**config.mk**
```make
export PLATFORM = sky130hd
export DESIGN_NAME = line_substring_matcher_top
export DESIGN_NICKNAME = d
export VERILOG_FILES = /design/src/lsm_pkg.sv /design/src/line_substring_matcher_top.sv /design/src/lsm_cfg_regs.sv /design/src/lsm_cell.sv
export SDC_FILE = /design/constraint.sdc
export NUM_CORES = 1
export LEC_CHECK = 0
export BUFFER_PORTS_ARGS = -buffer_cell sky130_fd_sc_hd__buf_4
export CAP_MARGIN = 20
export CORE_ASPECT_RATIO = 0.9
export CORE_MARGIN = 4
export CORE_UTILIZATION = 40
export DETAILED_ROUTE_END_ITERATION = 6
export PLACE_DENSITY = 0.6
export SETUP_SLACK_MARGIN = 0.2
export SLEW_MARGIN = 15
export SYNTH_ARGS = -nofsm -noshare
export SYNTH_HDL_FRONTEND = slang
export SYNTH_SLANG_ARGS = --single-unit
export TNS_END_PERCENT = 100
```
**constraint.sdc**
```tcl
create_clock -name clk_i -period 7.35 [get_ports clk_i]
set_clock_uncertainty 0.05 [all_clocks]
set_input_delay 1.1025 -clock clk_i [delete_from_list [all_inputs] [get_ports clk_i]]
set_output_delay 1.1025 -clock clk_i [all_outputs]
set_load 0.02 [all_outputs]
```
**src/lsm_pkg.sv**
```systemverilog
// ----------------------------------------------------------------------------
// lsm_pkg: shared definitions of the line substring matcher
// Types, register indexes, reset values and helper functions used by the
// configuration block, the compare cells and the top level.
// ----------------------------------------------------------------------------
package lsm_pkg;

  localparam int unsigned PatternMax = 8;
  localparam int unsigned ByteW      = 8;
  localparam int unsigned PatternW   = 64;
  localparam int unsigned LenW       = 4;
  localparam int unsigned ColW       = 8;
  localparam int unsigned LimitW     = 10;
  localparam int unsigned CfgIdxW    = 3;

  localparam logic [PatternW-1:0] PatternReset = '0;
  localparam logic [LenW-1:0]     LengthReset  = 4'd1;
  localparam logic                FoldReset    = 1'b1;
  localparam logic [ColW-1:0]     ColumnsReset = 8'd80;

  typedef enum logic [CfgIdxW-1:0] {
    CFG_PATTERN_BYTES  = 3'd0,
    CFG_PATTERN_LENGTH = 3'd1,
    CFG_FOLD_CASE      = 3'd2,
    CFG_LINE_COLUMNS   = 3'd3
  } cfg_index_e;

  // Settings as seen by the datapath, with the length already clamped.
  typedef struct packed {
    logic [PatternW-1:0]     pattern;
    logic [LenW-1:0]         length;
    logic                    fold;
    logic signed [LimitW-1:0] limit;
  } cfg_t;

  // Maps a to z onto A to Z when folding is on.
  function automatic logic [ByteW-1:0] fold_byte(logic [ByteW-1:0] b, logic fold);
    logic [ByteW-1:0] r;
    r = b;
    if (fold && (b >= 8'h61) && (b <= 8'h7A)) begin
      r = b - 8'h20;
    end
    return r;
  endfunction

  // Pattern byte that window position pos must match: byte length-1-pos.
  function automatic logic [ByteW-1:0] pattern_for_pos(logic [PatternW-1:0] p,
                                                       logic [LenW-1:0] length,
                                                       logic [LenW-1:0] pos);
    logic [LenW-1:0] idx;
    idx = length - 4'd1 - pos;
    return p[idx[2:0]*ByteW +: ByteW];
  endfunction

endpackage

```
**src/line_substring_matcher_top.sv**
```systemverilog
// ----------------------------------------------------------------------------
// line_substring_matcher_top: streaming substring search over text lines
// Searches each line for a configured pattern and reports the earliest match.
// ----------------------------------------------------------------------------
// The block takes one text byte per item, in column order. It accepts a new
// item in every cycle unless two results are waiting on the master side:
// results go to an output register and, when that one is still occupied,
// to a second register behind it, so the input only stalls after a second
// line end has arrived while the first result is still not taken. A row of
// PATTERN_MAX cells holds the most recent bytes of the line; with each
// accepted item the row shifts by one and every cell compares its byte
// with the pattern byte that belongs to its position, so the match that ends
// at the current byte is known in the same cycle. A match counts only if it
// starts at or after the resume column of the item and below line_columns
// minus the pattern length minus one; the first such match of the line is
// kept. The item marked with tlast closes the line: one result item appears
// on the master side in the next cycle if the output register is free, held
// there until taken, and the line state clears. Other items give no result.
// Configuration writes are always ready and must only be made while no line
// is in progress and no result is pending. Lines longer than 255 bytes are
// allowed; their later bytes can never start a match.
// ----------------------------------------------------------------------------
module line_substring_matcher_top #(
  parameter int unsigned PATTERN_MAX = lsm_pkg::PatternMax
) (
  input  logic                         clk_i,
  input  logic                         rst_ni,
  // Configuration write channel.
  input  logic                         cfg_valid_i,
  output logic                         cfg_ready_o,
  input  logic [lsm_pkg::CfgIdxW-1:0]  cfg_index_i,
  input  logic [lsm_pkg::PatternW-1:0] cfg_data_i,
  // Text input: tdata = text_byte [7:0], resume_column [15:8]; tlast = end_of_line.
  input  logic                         s_axis_tvalid,
  output logic                         s_axis_tready,
  input  logic [15:0]                  s_axis_tdata,
  input  logic                         s_axis_tlast,
  // Result output: tdata = match_end_column [7:0]; tuser = found [0].
  output logic                         m_axis_tvalid,
  input  logic                         m_axis_tready,
  output logic [7:0]                   m_axis_tdata,
  output logic [0:0]                   m_axis_tuser
);

  lsm_pkg::cfg_t cfg;

  logic                        accept;
  logic [lsm_pkg::ByteW-1:0]   text_byte;
  logic [lsm_pkg::ColW-1:0]    resume_col;

  logic [lsm_pkg::ByteW-1:0]   chain   [PATTERN_MAX+1];
  logic [PATTERN_MAX-1:0]      cell_hit;

  logic [lsm_pkg::ColW-1:0]    col_q, col_d;
  logic                        seen_q, seen_d;
  logic [lsm_pkg::ColW-1:0]    end_q, end_d;
  logic                        out_valid_q, out_valid_d;
  logic                        out_found_q, out_found_d;
  logic [lsm_pkg::ColW-1:0]    out_end_q, out_end_d;
  logic                        skid_valid_q, skid_valid_d;
  logic                        skid_found_q, skid_found_d;
  logic [lsm_pkg::ColW-1:0]    skid_end_q, skid_end_d;

  logic [lsm_pkg::ColW:0]         col_next;
  logic signed [lsm_pkg::LimitW-1:0] start_col;
  logic                        start_ok;
  logic                        new_hit;
  logic                        res_found;
  logic [lsm_pkg::ColW-1:0]    res_end;

  lsm_cfg_regs #(
    .PATTERN_MAX (PATTERN_MAX)
  ) u_cfg (
    .clk_i       (clk_i),
    .rst_ni      (rst_ni),
    .cfg_valid_i (cfg_valid_i),
    .cfg_ready_o (cfg_ready_o),
    .cfg_index_i (cfg_index_i),
    .cfg_data_i  (cfg_data_i),
    .cfg_o       (cfg)
  );

  assign text_byte  = s_axis_tdata[7:0];
  assign resume_col = s_axis_tdata[15:8];

  // The input side runs as long as the second result register is empty.
  assign s_axis_tready = !skid_valid_q;
  assign accept        = s_axis_tvalid && s_axis_tready;

  // Cell 0 receives the new byte; every further cell receives its left
  // neighbor's stored byte, which makes the row a shifting window.
  assign chain[0] = text_byte;

  for (genvar j = 0; j < PATTERN_MAX; j++) begin : g_cell
    lsm_cell u_cell (
      .clk_i      (clk_i),
      .shift_en_i (accept),
      .byte_i     (chain[j]),
      .pat_byte_i (lsm_pkg::pattern_for_pos(cfg.pattern, cfg.length,
                                            lsm_pkg::LenW'(j))),
      .fold_i     (cfg.fold),
      .active_i   (lsm_pkg::LenW'(j) < cfg.length),
      .byte_o     (chain[j+1]),
      .hit_o      (cell_hit[j])
    );
  end

  // Start column of the match that would end at the current byte. A negative
  // value means the line is still shorter than the pattern.
  assign col_next  = {1'b0, col_q} + 9'd1;
  assign start_col = $signed({1'b0, col_next}) - $signed({6'b000000, cfg.length});
  assign start_ok  = (start_col >= 10'sd0) &&
                     (start_col >= $signed({2'b00, resume_col})) &&
                     (start_col < cfg.limit);
  assign new_hit   = !seen_q && start_ok && (&cell_hit);

  // Result of the line that closes with the current item.
  assign res_found = seen_q || new_hit;
  assign res_end   = seen_q  ? end_q :
                     new_hit ? col_next[lsm_pkg::ColW-1:0] : '0;

  always_comb begin
    col_d        = col_q;
    seen_d       = seen_q;
    end_d        = end_q;
    out_valid_d  = out_valid_q;
    out_found_d  = out_found_q;
    out_end_d    = out_end_q;
    skid_valid_d = skid_valid_q;
    skid_found_d = skid_found_q;
    skid_end_d   = skid_end_q;

    // A taken result makes room; the waiting one moves up.
    if (out_valid_q && m_axis_tready) begin
      out_valid_d  = skid_valid_q;
      out_found_d  = skid_found_q;
      out_end_d    = skid_end_q;
      skid_valid_d = 1'b0;
    end

    if (accept) begin
      if (new_hit) begin
        seen_d = 1'b1;
        end_d  = col_next[lsm_pkg::ColW-1:0];
      end
      if (col_q != 8'hFF) begin
        col_d = col_next[lsm_pkg::ColW-1:0];
      end
      if (s_axis_tlast) begin
        if (out_valid_d) begin
          skid_valid_d = 1'b1;
          skid_found_d = res_found;
          skid_end_d   = res_end;
        end else begin
          out_valid_d = 1'b1;
          out_found_d = res_found;
          out_end_d   = res_end;
        end
        col_d  = '0;
        seen_d = 1'b0;
        end_d  = '0;
      end
    end
  end

  always_ff @(posedge clk_i or negedge rst_ni) begin
    if (!rst_ni) begin
      col_q        <= '0;
      seen_q       <= 1'b0;
      end_q        <= '0;
      out_valid_q  <= 1'b0;
      skid_valid_q <= 1'b0;
    end else begin
      col_q        <= col_d;
      seen_q       <= seen_d;
      end_q        <= end_d;
      out_valid_q  <= out_valid_d;
      skid_valid_q <= skid_valid_d;
    end
  end

  always_ff @(posedge clk_i) begin
    out_found_q  <= out_found_d;
    out_end_q    <= out_end_d;
    skid_found_q <= skid_found_d;
    skid_end_q   <= skid_end_d;
  end

  assign m_axis_tvalid   = out_valid_q;
  assign m_axis_tdata    = out_end_q;
  assign m_axis_tuser[0] = out_found_q;

endmodule

```
**src/lsm_cfg_regs.sv**
```systemverilog
// ----------------------------------------------------------------------------
// lsm_cfg_regs: configuration registers of the line substring matcher
// Holds the four registers and derives the clamped length and the start limit.
// ----------------------------------------------------------------------------
module lsm_cfg_regs #(
  parameter int unsigned PATTERN_MAX = lsm_pkg::PatternMax
) (
  input  logic                               clk_i,
  input  logic                               rst_ni,
  input  logic                               cfg_valid_i,
  output logic                               cfg_ready_o,
  input  logic [lsm_pkg::CfgIdxW-1:0]        cfg_index_i,
  input  logic [lsm_pkg::PatternW-1:0]       cfg_data_i,
  output lsm_pkg::cfg_t                      cfg_o
);

  logic [lsm_pkg::PatternW-1:0] pattern_q;
  logic [lsm_pkg::LenW-1:0]     length_q;
  logic                         fold_q;
  logic [lsm_pkg::ColW-1:0]     columns_q;
  logic [lsm_pkg::LenW-1:0]     eff_len;

  assign cfg_ready_o = 1'b1;

  always_ff @(posedge clk_i or negedge rst_ni) begin
    if (!rst_ni) begin
      pattern_q <= lsm_pkg::PatternReset;
      length_q  <= lsm_pkg::LengthReset;
      fold_q    <= lsm_pkg::FoldReset;
      columns_q <= lsm_pkg::ColumnsReset;
    end else if (cfg_valid_i) begin
      case (cfg_index_i)
        lsm_pkg::CFG_PATTERN_BYTES:  pattern_q <= cfg_data_i;
        lsm_pkg::CFG_PATTERN_LENGTH: length_q  <= cfg_data_i[lsm_pkg::LenW-1:0];
        lsm_pkg::CFG_FOLD_CASE:      fold_q    <= cfg_data_i[0];
        lsm_pkg::CFG_LINE_COLUMNS:   columns_q <= cfg_data_i[lsm_pkg::ColW-1:0];
        default: ;
      endcase
    end
  end

  always_comb begin
    eff_len = length_q;
    if (length_q == '0) begin
      eff_len = 4'd1;
    end else if (length_q > lsm_pkg::LenW'(PATTERN_MAX)) begin
      eff_len = lsm_pkg::LenW'(PATTERN_MAX);
    end
  end

  assign cfg_o.pattern = pattern_q;
  assign cfg_o.length  = eff_len;
  assign cfg_o.fold    = fold_q;
  assign cfg_o.limit   = $signed({2'b00, columns_q}) - $signed({6'b000000, eff_len})
                         - 10'sd1;

endmodule

```
**src/lsm_cell.sv**
```systemverilog
// ----------------------------------------------------------------------------
// lsm_cell: one window position of the matcher
// Stores one recent text byte, passes it on to the next cell on every
// accepted item, and compares the byte it receives against its pattern byte.
// ----------------------------------------------------------------------------
module lsm_cell (
  input  logic                       clk_i,
  input  logic                       shift_en_i,
  input  logic [lsm_pkg::ByteW-1:0]  byte_i,
  input  logic [lsm_pkg::ByteW-1:0]  pat_byte_i,
  input  logic                       fold_i,
  input  logic                       active_i,
  output logic [lsm_pkg::ByteW-1:0]  byte_o,
  output logic                       hit_o
);

  logic [lsm_pkg::ByteW-1:0] byte_q;

  always_ff @(posedge clk_i) begin
    if (shift_en_i) begin
      byte_q <= byte_i;
    end
  end

  assign byte_o = byte_q;

  // The incoming byte is this position's content once the item is taken.
  assign hit_o = !active_i ||
                 (lsm_pkg::fold_byte(byte_i, fold_i) == lsm_pkg::fold_byte(pat_byte_i, fold_i));

endmodule

```
-- After elaboration in Yosys (flattened, before gate mapping)
Cells that the tools add are included.
- register bits after elaboration: 170
- output and inout port bits: 12
- add/subtract/negate cells: 28
- magnitude comparators: 44
- equal/unequal tests: 12
- shifts and indexed selects: 8
- multiplexer cells: 41
- reduce and logical (&&, ||, !) cells: 69
- operator list (kind ; number):
    $shiftx A64 B7 Y8 ; 8
    $mux W8 ; 26
    $ge A8 B7 Y1 const B ; 16
    $le A8 B7 Y1 const B ; 16
    $sub A8 B6 Y8 const B ; 16
    $eq A8 B8 Y1 ; 8
    $logic_and A1 B1 Y1 ; 38
    $lt A3 B4 Y1 const A ; 4
    $mux W1 ; 13
    $reduce_and A2 Y1 ; 6
    $sub A3 B3 Y3 const B ; 4
    $ge A10 B1 Y1 const B ; 1
    $ge A10 B9 Y1 ; 1
    $logic_not A1 Y1 ; 10
    $lt A10 B10 Y1 ; 1
    $sub A10 B2 Y10 const B ; 1
    $sub A9 B4 Y10 ; 1
    $add A8 B1 Y9 const B ; 1
    $logic_or A1 B1 Y1 ; 9
    $sub A8 B4 Y9 ; 1
    $lt A1 B4 Y1 const A ; 2
    $lt A2 B4 Y1 const A ; 2
    $mux W4 ; 2
    $ne A8 B8 Y1 const B ; 1
    other kinds (10) ; 14

-- Logic depth before layout (Yosys ltp)
- depth after elaboration: 19
- gate-level depth with buffers: 27
- mapped depth without buffers: 23

-- Hierarchy
Synthesis repeated with hierarchy kept, for this count alone.
- cells, all modules: 1231
- area total of the unflattened synthesis: 12693.4 um^2
- by module, submodules not included (module ; instances ; cells each ; area an instance (um^2) ; seq. area each (um^2)):
    line_substring_matcher_top ; 1 ; 616 ; 4853.4 ; 925.9
    lsm_cell ; 8 ; 48 ; 566.8 ; 240.2
    lsm_cfg_regs ; 1 ; 231 ; 3305.7 ; 1931.9

-- Least setup slack after synthesis
No wires, ideal clock.
- path kind: register -> register
- start point: register u_cfg.length_q[3] (netlist bit)
- end point: register end_q[0] (netlist bit)
- setup time: 0.126 ns
- arrival time: 5.406 ns
- data required time: 7.174 ns
- setup slack: 1.768 ns
- cell stages (with the launch flop): 21
- clock period less this slack: 5.582 ns
- cell sequence: dfrtp_1 > buf_4 > clkbuf_1 > inv_1 > clkbuf_1 > nand2_1 > ha_1 > buf_4 > xnor3_1 > clkbuf_1 > mux4_2 > ha_1 > nor3_1 > a2111oi_0 > nand3_1 > nor2_1 > o2111ai_1 > o41ai_2 > o2111ai_2 > buf_4 > a221o_1
- word-level cells in the longest chain between the ends: 16
- ends and longest elaborated chain (what ; RTL line ; source):
    start, declared ; lsm_cfg_regs.sv:18 ; logic [lsm_pkg::LenW-1:0] length_q;
    start signal, assigned ; lsm_cfg_regs.sv:28 ; length_q <= lsm_pkg::LengthReset;
    start signal, assigned ; lsm_cfg_regs.sv:34 ; lsm_pkg::CFG_PATTERN_LENGTH: length_q <= cfg_data_i[lsm_pkg::LenW-1:0];
    $gt A4 B4 Y1 ; lsm_cfg_regs.sv:46 ; end else if (length_q > lsm_pkg::LenW'(PATTERN_MAX)) begin
    $mux W4 ; lsm_cfg_regs.sv:46 ;
    $mux W4 (*) ; lsm_cfg_regs.sv:44 ; if (length_q == '0) begin
    $sub A3 B1 Y3 ; lsm_pkg.sv:51 ; idx = length - 4'd1 - pos;
    $sub A3 B1 Y3 (tied with other cells) ; lsm_pkg.sv:51 ;
    $shiftx A64 B7 Y8 ; lsm_pkg.sv:52 ; return p[idx[2:0]*ByteW +: ByteW];
    $ge A8 B7 Y1 ; lsm_pkg.sv:40 ; if (fold && (b >= 8'h61) && (b <= 8'h7A)) begin
    $logic_and A1 B1 Y1 (2 in series) ; lsm_pkg.sv:40 ;
    $mux W8 ; lsm_pkg.sv:40 ;
    $eq A8 B8 Y1 ; lsm_cell.sv:29 ; (lsm_pkg::fold_byte(byte_i, fold_i) == lsm_pkg::fold_byte(pat_byte_i, fold_i));
    $logic_or A1 B1 Y1 ; lsm_cell.sv:28 ; assign hit_o = !active_i ||
    $reduce_and A8 Y1 ; line_substring_matcher_top.sv:115 ; assign new_hit = !seen_q && start_ok && (&cell_hit);
    $logic_and A1 B1 Y1 (*) ; line_substring_matcher_top.sv:115 ;
    $reduce_bool A2 Y1 (no line) (*) ; - ;
    $reduce_and A2 Y1 (no line) (*) ; - ;
    end signal, assigned ; line_substring_matcher_top.sv:176 ; end_q <= end_d;
    end, declared ; line_substring_matcher_top.sv:56 ; logic [lsm_pkg::ColW-1:0] end_q, end_d;
Every way passes the cells marked *; elsewhere a longest branch is shown, timed or not.
A chain may end at the register's enable or synchronous reset.

-- Worst setup path in the final report
- start point: register u_cfg.length_q[2] (netlist bit)
- end point: register skid_end_q[0] (netlist bit) (data pin)
- word-level cells in the longest chain between the ends: 16
- ends and longest elaborated chain (what ; RTL line ; source):
    $gt A4 B4 Y1 ; lsm_cfg_regs.sv:46 ;
    $mux W4 ; lsm_cfg_regs.sv:46 ;
    $mux W4 (*) ; lsm_cfg_regs.sv:44 ;
    $sub A3 B1 Y3 ; lsm_pkg.sv:51 ;
    $sub A3 B1 Y3 (tied with other cells) ; lsm_pkg.sv:51 ;
    $shiftx A64 B7 Y8 ; lsm_pkg.sv:52 ;
    $ge A8 B7 Y1 ; lsm_pkg.sv:40 ;
    $logic_and A1 B1 Y1 (2 in series) ; lsm_pkg.sv:40 ;
    $mux W8 ; lsm_pkg.sv:40 ;
    $eq A8 B8 Y1 ; lsm_cell.sv:29 ;
    $logic_or A1 B1 Y1 ; lsm_cell.sv:28 ;
    $reduce_and A8 Y1 ; line_substring_matcher_top.sv:115 ;
    $logic_and A1 B1 Y1 (*) ; line_substring_matcher_top.sv:115 ;
    $mux W8 (*) ; line_substring_matcher_top.sv:120 ; new_hit ? col_next[lsm_pkg::ColW-1:0] : '0;
    $mux W8 (*) ; line_substring_matcher_top.sv:119 ; assign res_end = seen_q ? end_q :
    via res_end, one bit ; line_substring_matcher_top.sv:69 ; logic [lsm_pkg::ColW-1:0] res_end;
    end signal, assigned ; line_substring_matcher_top.sv:186 ; skid_end_q <= skid_end_d;
    end, declared ; line_substring_matcher_top.sv:62 ; logic [lsm_pkg::ColW-1:0] skid_end_q, skid_end_d;
Mark *: on every way through the listed nets, which the timed path passes. The rest lies on a longest branch.

==> flow_summary_export.csv <==
group,metric,value,unit
clock_network,cts_buffers,17,
clock_network,cts.sinks,170,
status,status,"finished clean",
sta,layout_setup_ws,1.18,ns
floorplanning,fp-row-count,62,
logic_synthesis,synth_warnings,0,
sta,rsz0062_at_grt,"no",
routing,routedWlPerCell,20.7,microns
logic_synthesis,synthDistinctLibCells,90,
routing,wirelength,37700,microns
setup_path,cp.required,7.54,ns
sta,slew_headroom,24.2,%
setup_path,arrival,6.35,ns
grt,antenna_found_initial,0,
logic_synthesis,async_reset_ff_share,56.5,%
logic_synthesis,syn_inst,1321,
clock_network,post_cts_buffers,0,
clock_network,ctsResizeCount,0,
sta,setup_tns,0,ns
logic_synthesis,synth.ff_latch_count,170,
logic_synthesis,syn_avg_cell_area,9.89,sq um
routing,drt_iter0_markers,1193,
setup_path,path_class,"flip-flop to flip-flop",
logic_synthesis,synth_top_family_by_area,"multiplexers",
layout,final_core_util,46.1,%
power_and_ir_drop,p_per_area,410,nW/um^2
floorplanning,start_util,40.8,%
clock_network,clockBufferDepth,2,
logic_synthesis,yosys.area_share.simple,15.7,%
logic_synthesis,synth_fa_ha_area_share,4.79,%
setup_path,endpoint_kind,"flip-flop",
floorplanning,die_h,179,microns
place,gp_congestion,0.948,
floorplanning,die_w,198,microns
logic_synthesis,synth_edf_count,65,
grt,grt_pass1_wl,60200,microns
sta,max_freq,0.162,GHz
floorplanning,die-area,35600,sq um
layout,drive_above_1_share,21.4,%
logic_synthesis,synthesis.nets,1458,
routing,num_vias,10685,
logic_synthesis,ys_seq_area_share,34.8,%
clock_network,cts_root_buf,"clkbuf_16",
layout,layoutNonFillerInstCount,1819,
clock_network,insertion_delay,0.45,ns
place,dp_hpwl,28800,microns
layout,final_cell_area,14800,sq um
floorplanning,coreArea,32000,sq um
logic_synthesis,synth_mux_area_share,19.0,%
sta,setup_viol,0,
sta,hold_viol,0,
sta,period_needed,6.17,ns
layout,finalNetCount,1527,
setup_path,crit_fanout,25,
clock_network,cts_tree,"built",
hold_path,min_path_type,"flip-flop to flip-flop",
clock_network,cts.htree.levels,4,
power_and_ir_drop,p_leak,6.02,nW
grt,grt_pass1_vias,10369,
routing,drt_drc_violations_left,0,
sta,fin_crit_sh,83.9,%
job,cap_violations,0,
clock_network,path_clk_slew,0.08,ns
setup_path,critPathLaunchType,"flip-flop",
power_and_ir_drop,peakVddDrop,217,uV
layout,area_delta_synth_final,13.0,%
grt,grt_max_degree,73,
logic_synthesis,synth_compound_area_share,14.4,%
place,dp_cells,1787,
logic_synthesis,synth_area,13100,sq um
layout,nFillCells,3011,
place,dp_worst_setup_slack,1.30,ns
place,io_buffer_count,99,
sta,maxSlewViolCount,0,
sta,worst_pin_slew,1.12,ns
routing,first_pass_iters,6,
routing,routed_via_density,5.87,
place,place_area,14100,sq um
floorplanning,ios,101,
logic_synthesis,synth_xor_area_share,6.74,%
layout,diodes,0,
routing,postRouteAntennaNets,0,
logic_synthesis,ys.flop_type,"dfrtp_1",
clock_network,cts_hold_buffers,0,
grt,grtUsageTotal,21.1,%
grt,grt_overflow,0,
worst max-delay path, cell delays in order, from the launching register on:
cell and delay (ns):
dfrtp_1 0.56, o21ba_2 0.35, nor2_4 0.37, ha_2 0.52, clkinv_1 0.22, a21oi_2 0.09, nor2_1 0.46, mux4_2 0.45
ha_1 0.33, nor3_1 0.06, a2111oi_0 0.38, nand3_1 0.13, nor2_1 0.27, o2111ai_1 0.22, o41ai_2 0.36, o2111ai_2 0.60
o21ai_0 0.51
cell type report:
type	count	area, sq um	area share [%]
clock inverter	14	165	1.12
sequential	170	4540	30.8
multi-input combinational	1017	7940	53.8
clock buffer	18	450	3.05
tap	416	520	3.53
inverter	64	240	1.63
timing repair buffer	120	901	6.10
stage by stage:
| step | power, W | hold slack [ns] |
|---|---|---|
| 2_1_floorplan | 0.00414 | 0.376 |
| 3_3_place_gp | 0.00501 | 0.395 |
| 3_5_place_dp | 0.00509 | 0.397 |
| 4_1_cts | 0.00603 | 0.423 |
| 5_1_grt | 0.00648 | 0.434 |
| 6_report | 0.00605 | 0.418 |
cell usage after synthesis, drive strengths merged (42+ instances only):
cell / instances / area, sq um
inv: 62 / 233
nand2: 124 / 465
a21oi: 50 / 258
edfxtp: 65 / 1950
mux2i: 81 / 827
nor3: 42 / 215
o21ai: 77 / 397
nor2: 57 / 221
xnor2: 50 / 475
dfrtp: 92 / 2300
mux2: 83 / 935
ha: 46 / 576
power by group:
part           switching (W)  internal (W)  leakage (nW)  total [W]
sequential          0.000287       0.00120          1.88    0.00149
combinational        0.00205       0.00159          3.84    0.00365
clock               0.000444      0.000480         0.301   0.000923
flip-flops by register name, indices dropped and copies added, names as in the netlist:
signal,count
col_q,8
u_cfg.length_q,4
m_axis_tdata,8
m_axis_tuser,1
skid_valid_q,1
u_cfg.fold_q,1
skid_found_q,1
g_cell.u_cell.byte_o,56
end_q,8
m_axis_tvalid,1
u_cfg.pattern_q,64
u_cfg.columns_q,8
skid_end_q,8
seen_q,1
cells by family (layout without fill, tap and decap cells):
family | Yosys count | in the layout
AND/OR/NAND/NOR | 402 | 402
AO/OA/AOI/OAI | 276 | 276
multiplexers | 196 | 196
flip-flops | 170 | 170
buffers and inverters | 134 | 216
XOR/XNOR | 93 | 93
adder cells (fa/ha/maj) | 49 | 49
other | 1 | 1
path summary, 6_finish.rpt:
path	from	end	slack [ns]	cells after the start
min in group asynchronous	rst_ni	u_cfg.pattern_q[13]	0.50	1
worst min-delay path	g_cell[0].u_cell.byte_o[6]	g_cell[1].u_cell.byte_o[6]	0.42	0
worst max-delay path	u_cfg.length_q[2]	skid_end_q[0]	1.18	16
worst max register to register	u_cfg.length_q[2]	skid_end_q[0]	1.18	16
max in group asynchronous	rst_ni	u_cfg.length_q[3]	5.47	2
worst min register to register	g_cell[0].u_cell.byte_o[6]	g_cell[1].u_cell.byte_o[6]	0.42	0
cells in the final DEF (no fill, tap or decap), types with 5 or more instances in the layout:
cell and n:
xor2_1 41, nor4_1 11, nand3_1 41, dfrtp_1 91
mux2_2 83, edfxtp_1 65, or4_1 6, buf_4 120
a22oi_1 18, a221o_1 5, o211ai_1 5, dfxtp_1 9
nor2_1 56, ha_1 45, a31oi_1 9, xnor2_1 48
a221oi_1 8, a32oi_1 20, nor3_1 41, o21a_1 12
a21oi_1 48, and3_1 10, a211oi_1 9, a311oi_1 6
mux4_2 32, mux2i_1 79, inv_1 59, o21ai_0 70
clkbuf_16 18, nand2b_1 31, nand4_1 9, nand2_1 124
a21o_1 14, nand4b_1 8, nor2b_1 33, inv_8 5
layer usage:
layer / share of wire [%] / GRT usage, %
met2: 43 / 31.1
met5: 0 / 0
met4: 3.3 / 7.11
met1: 47 / 31.3
met3: 6.2 / 4.01
No activity file was read; power rests on OpenSTA's default activity.
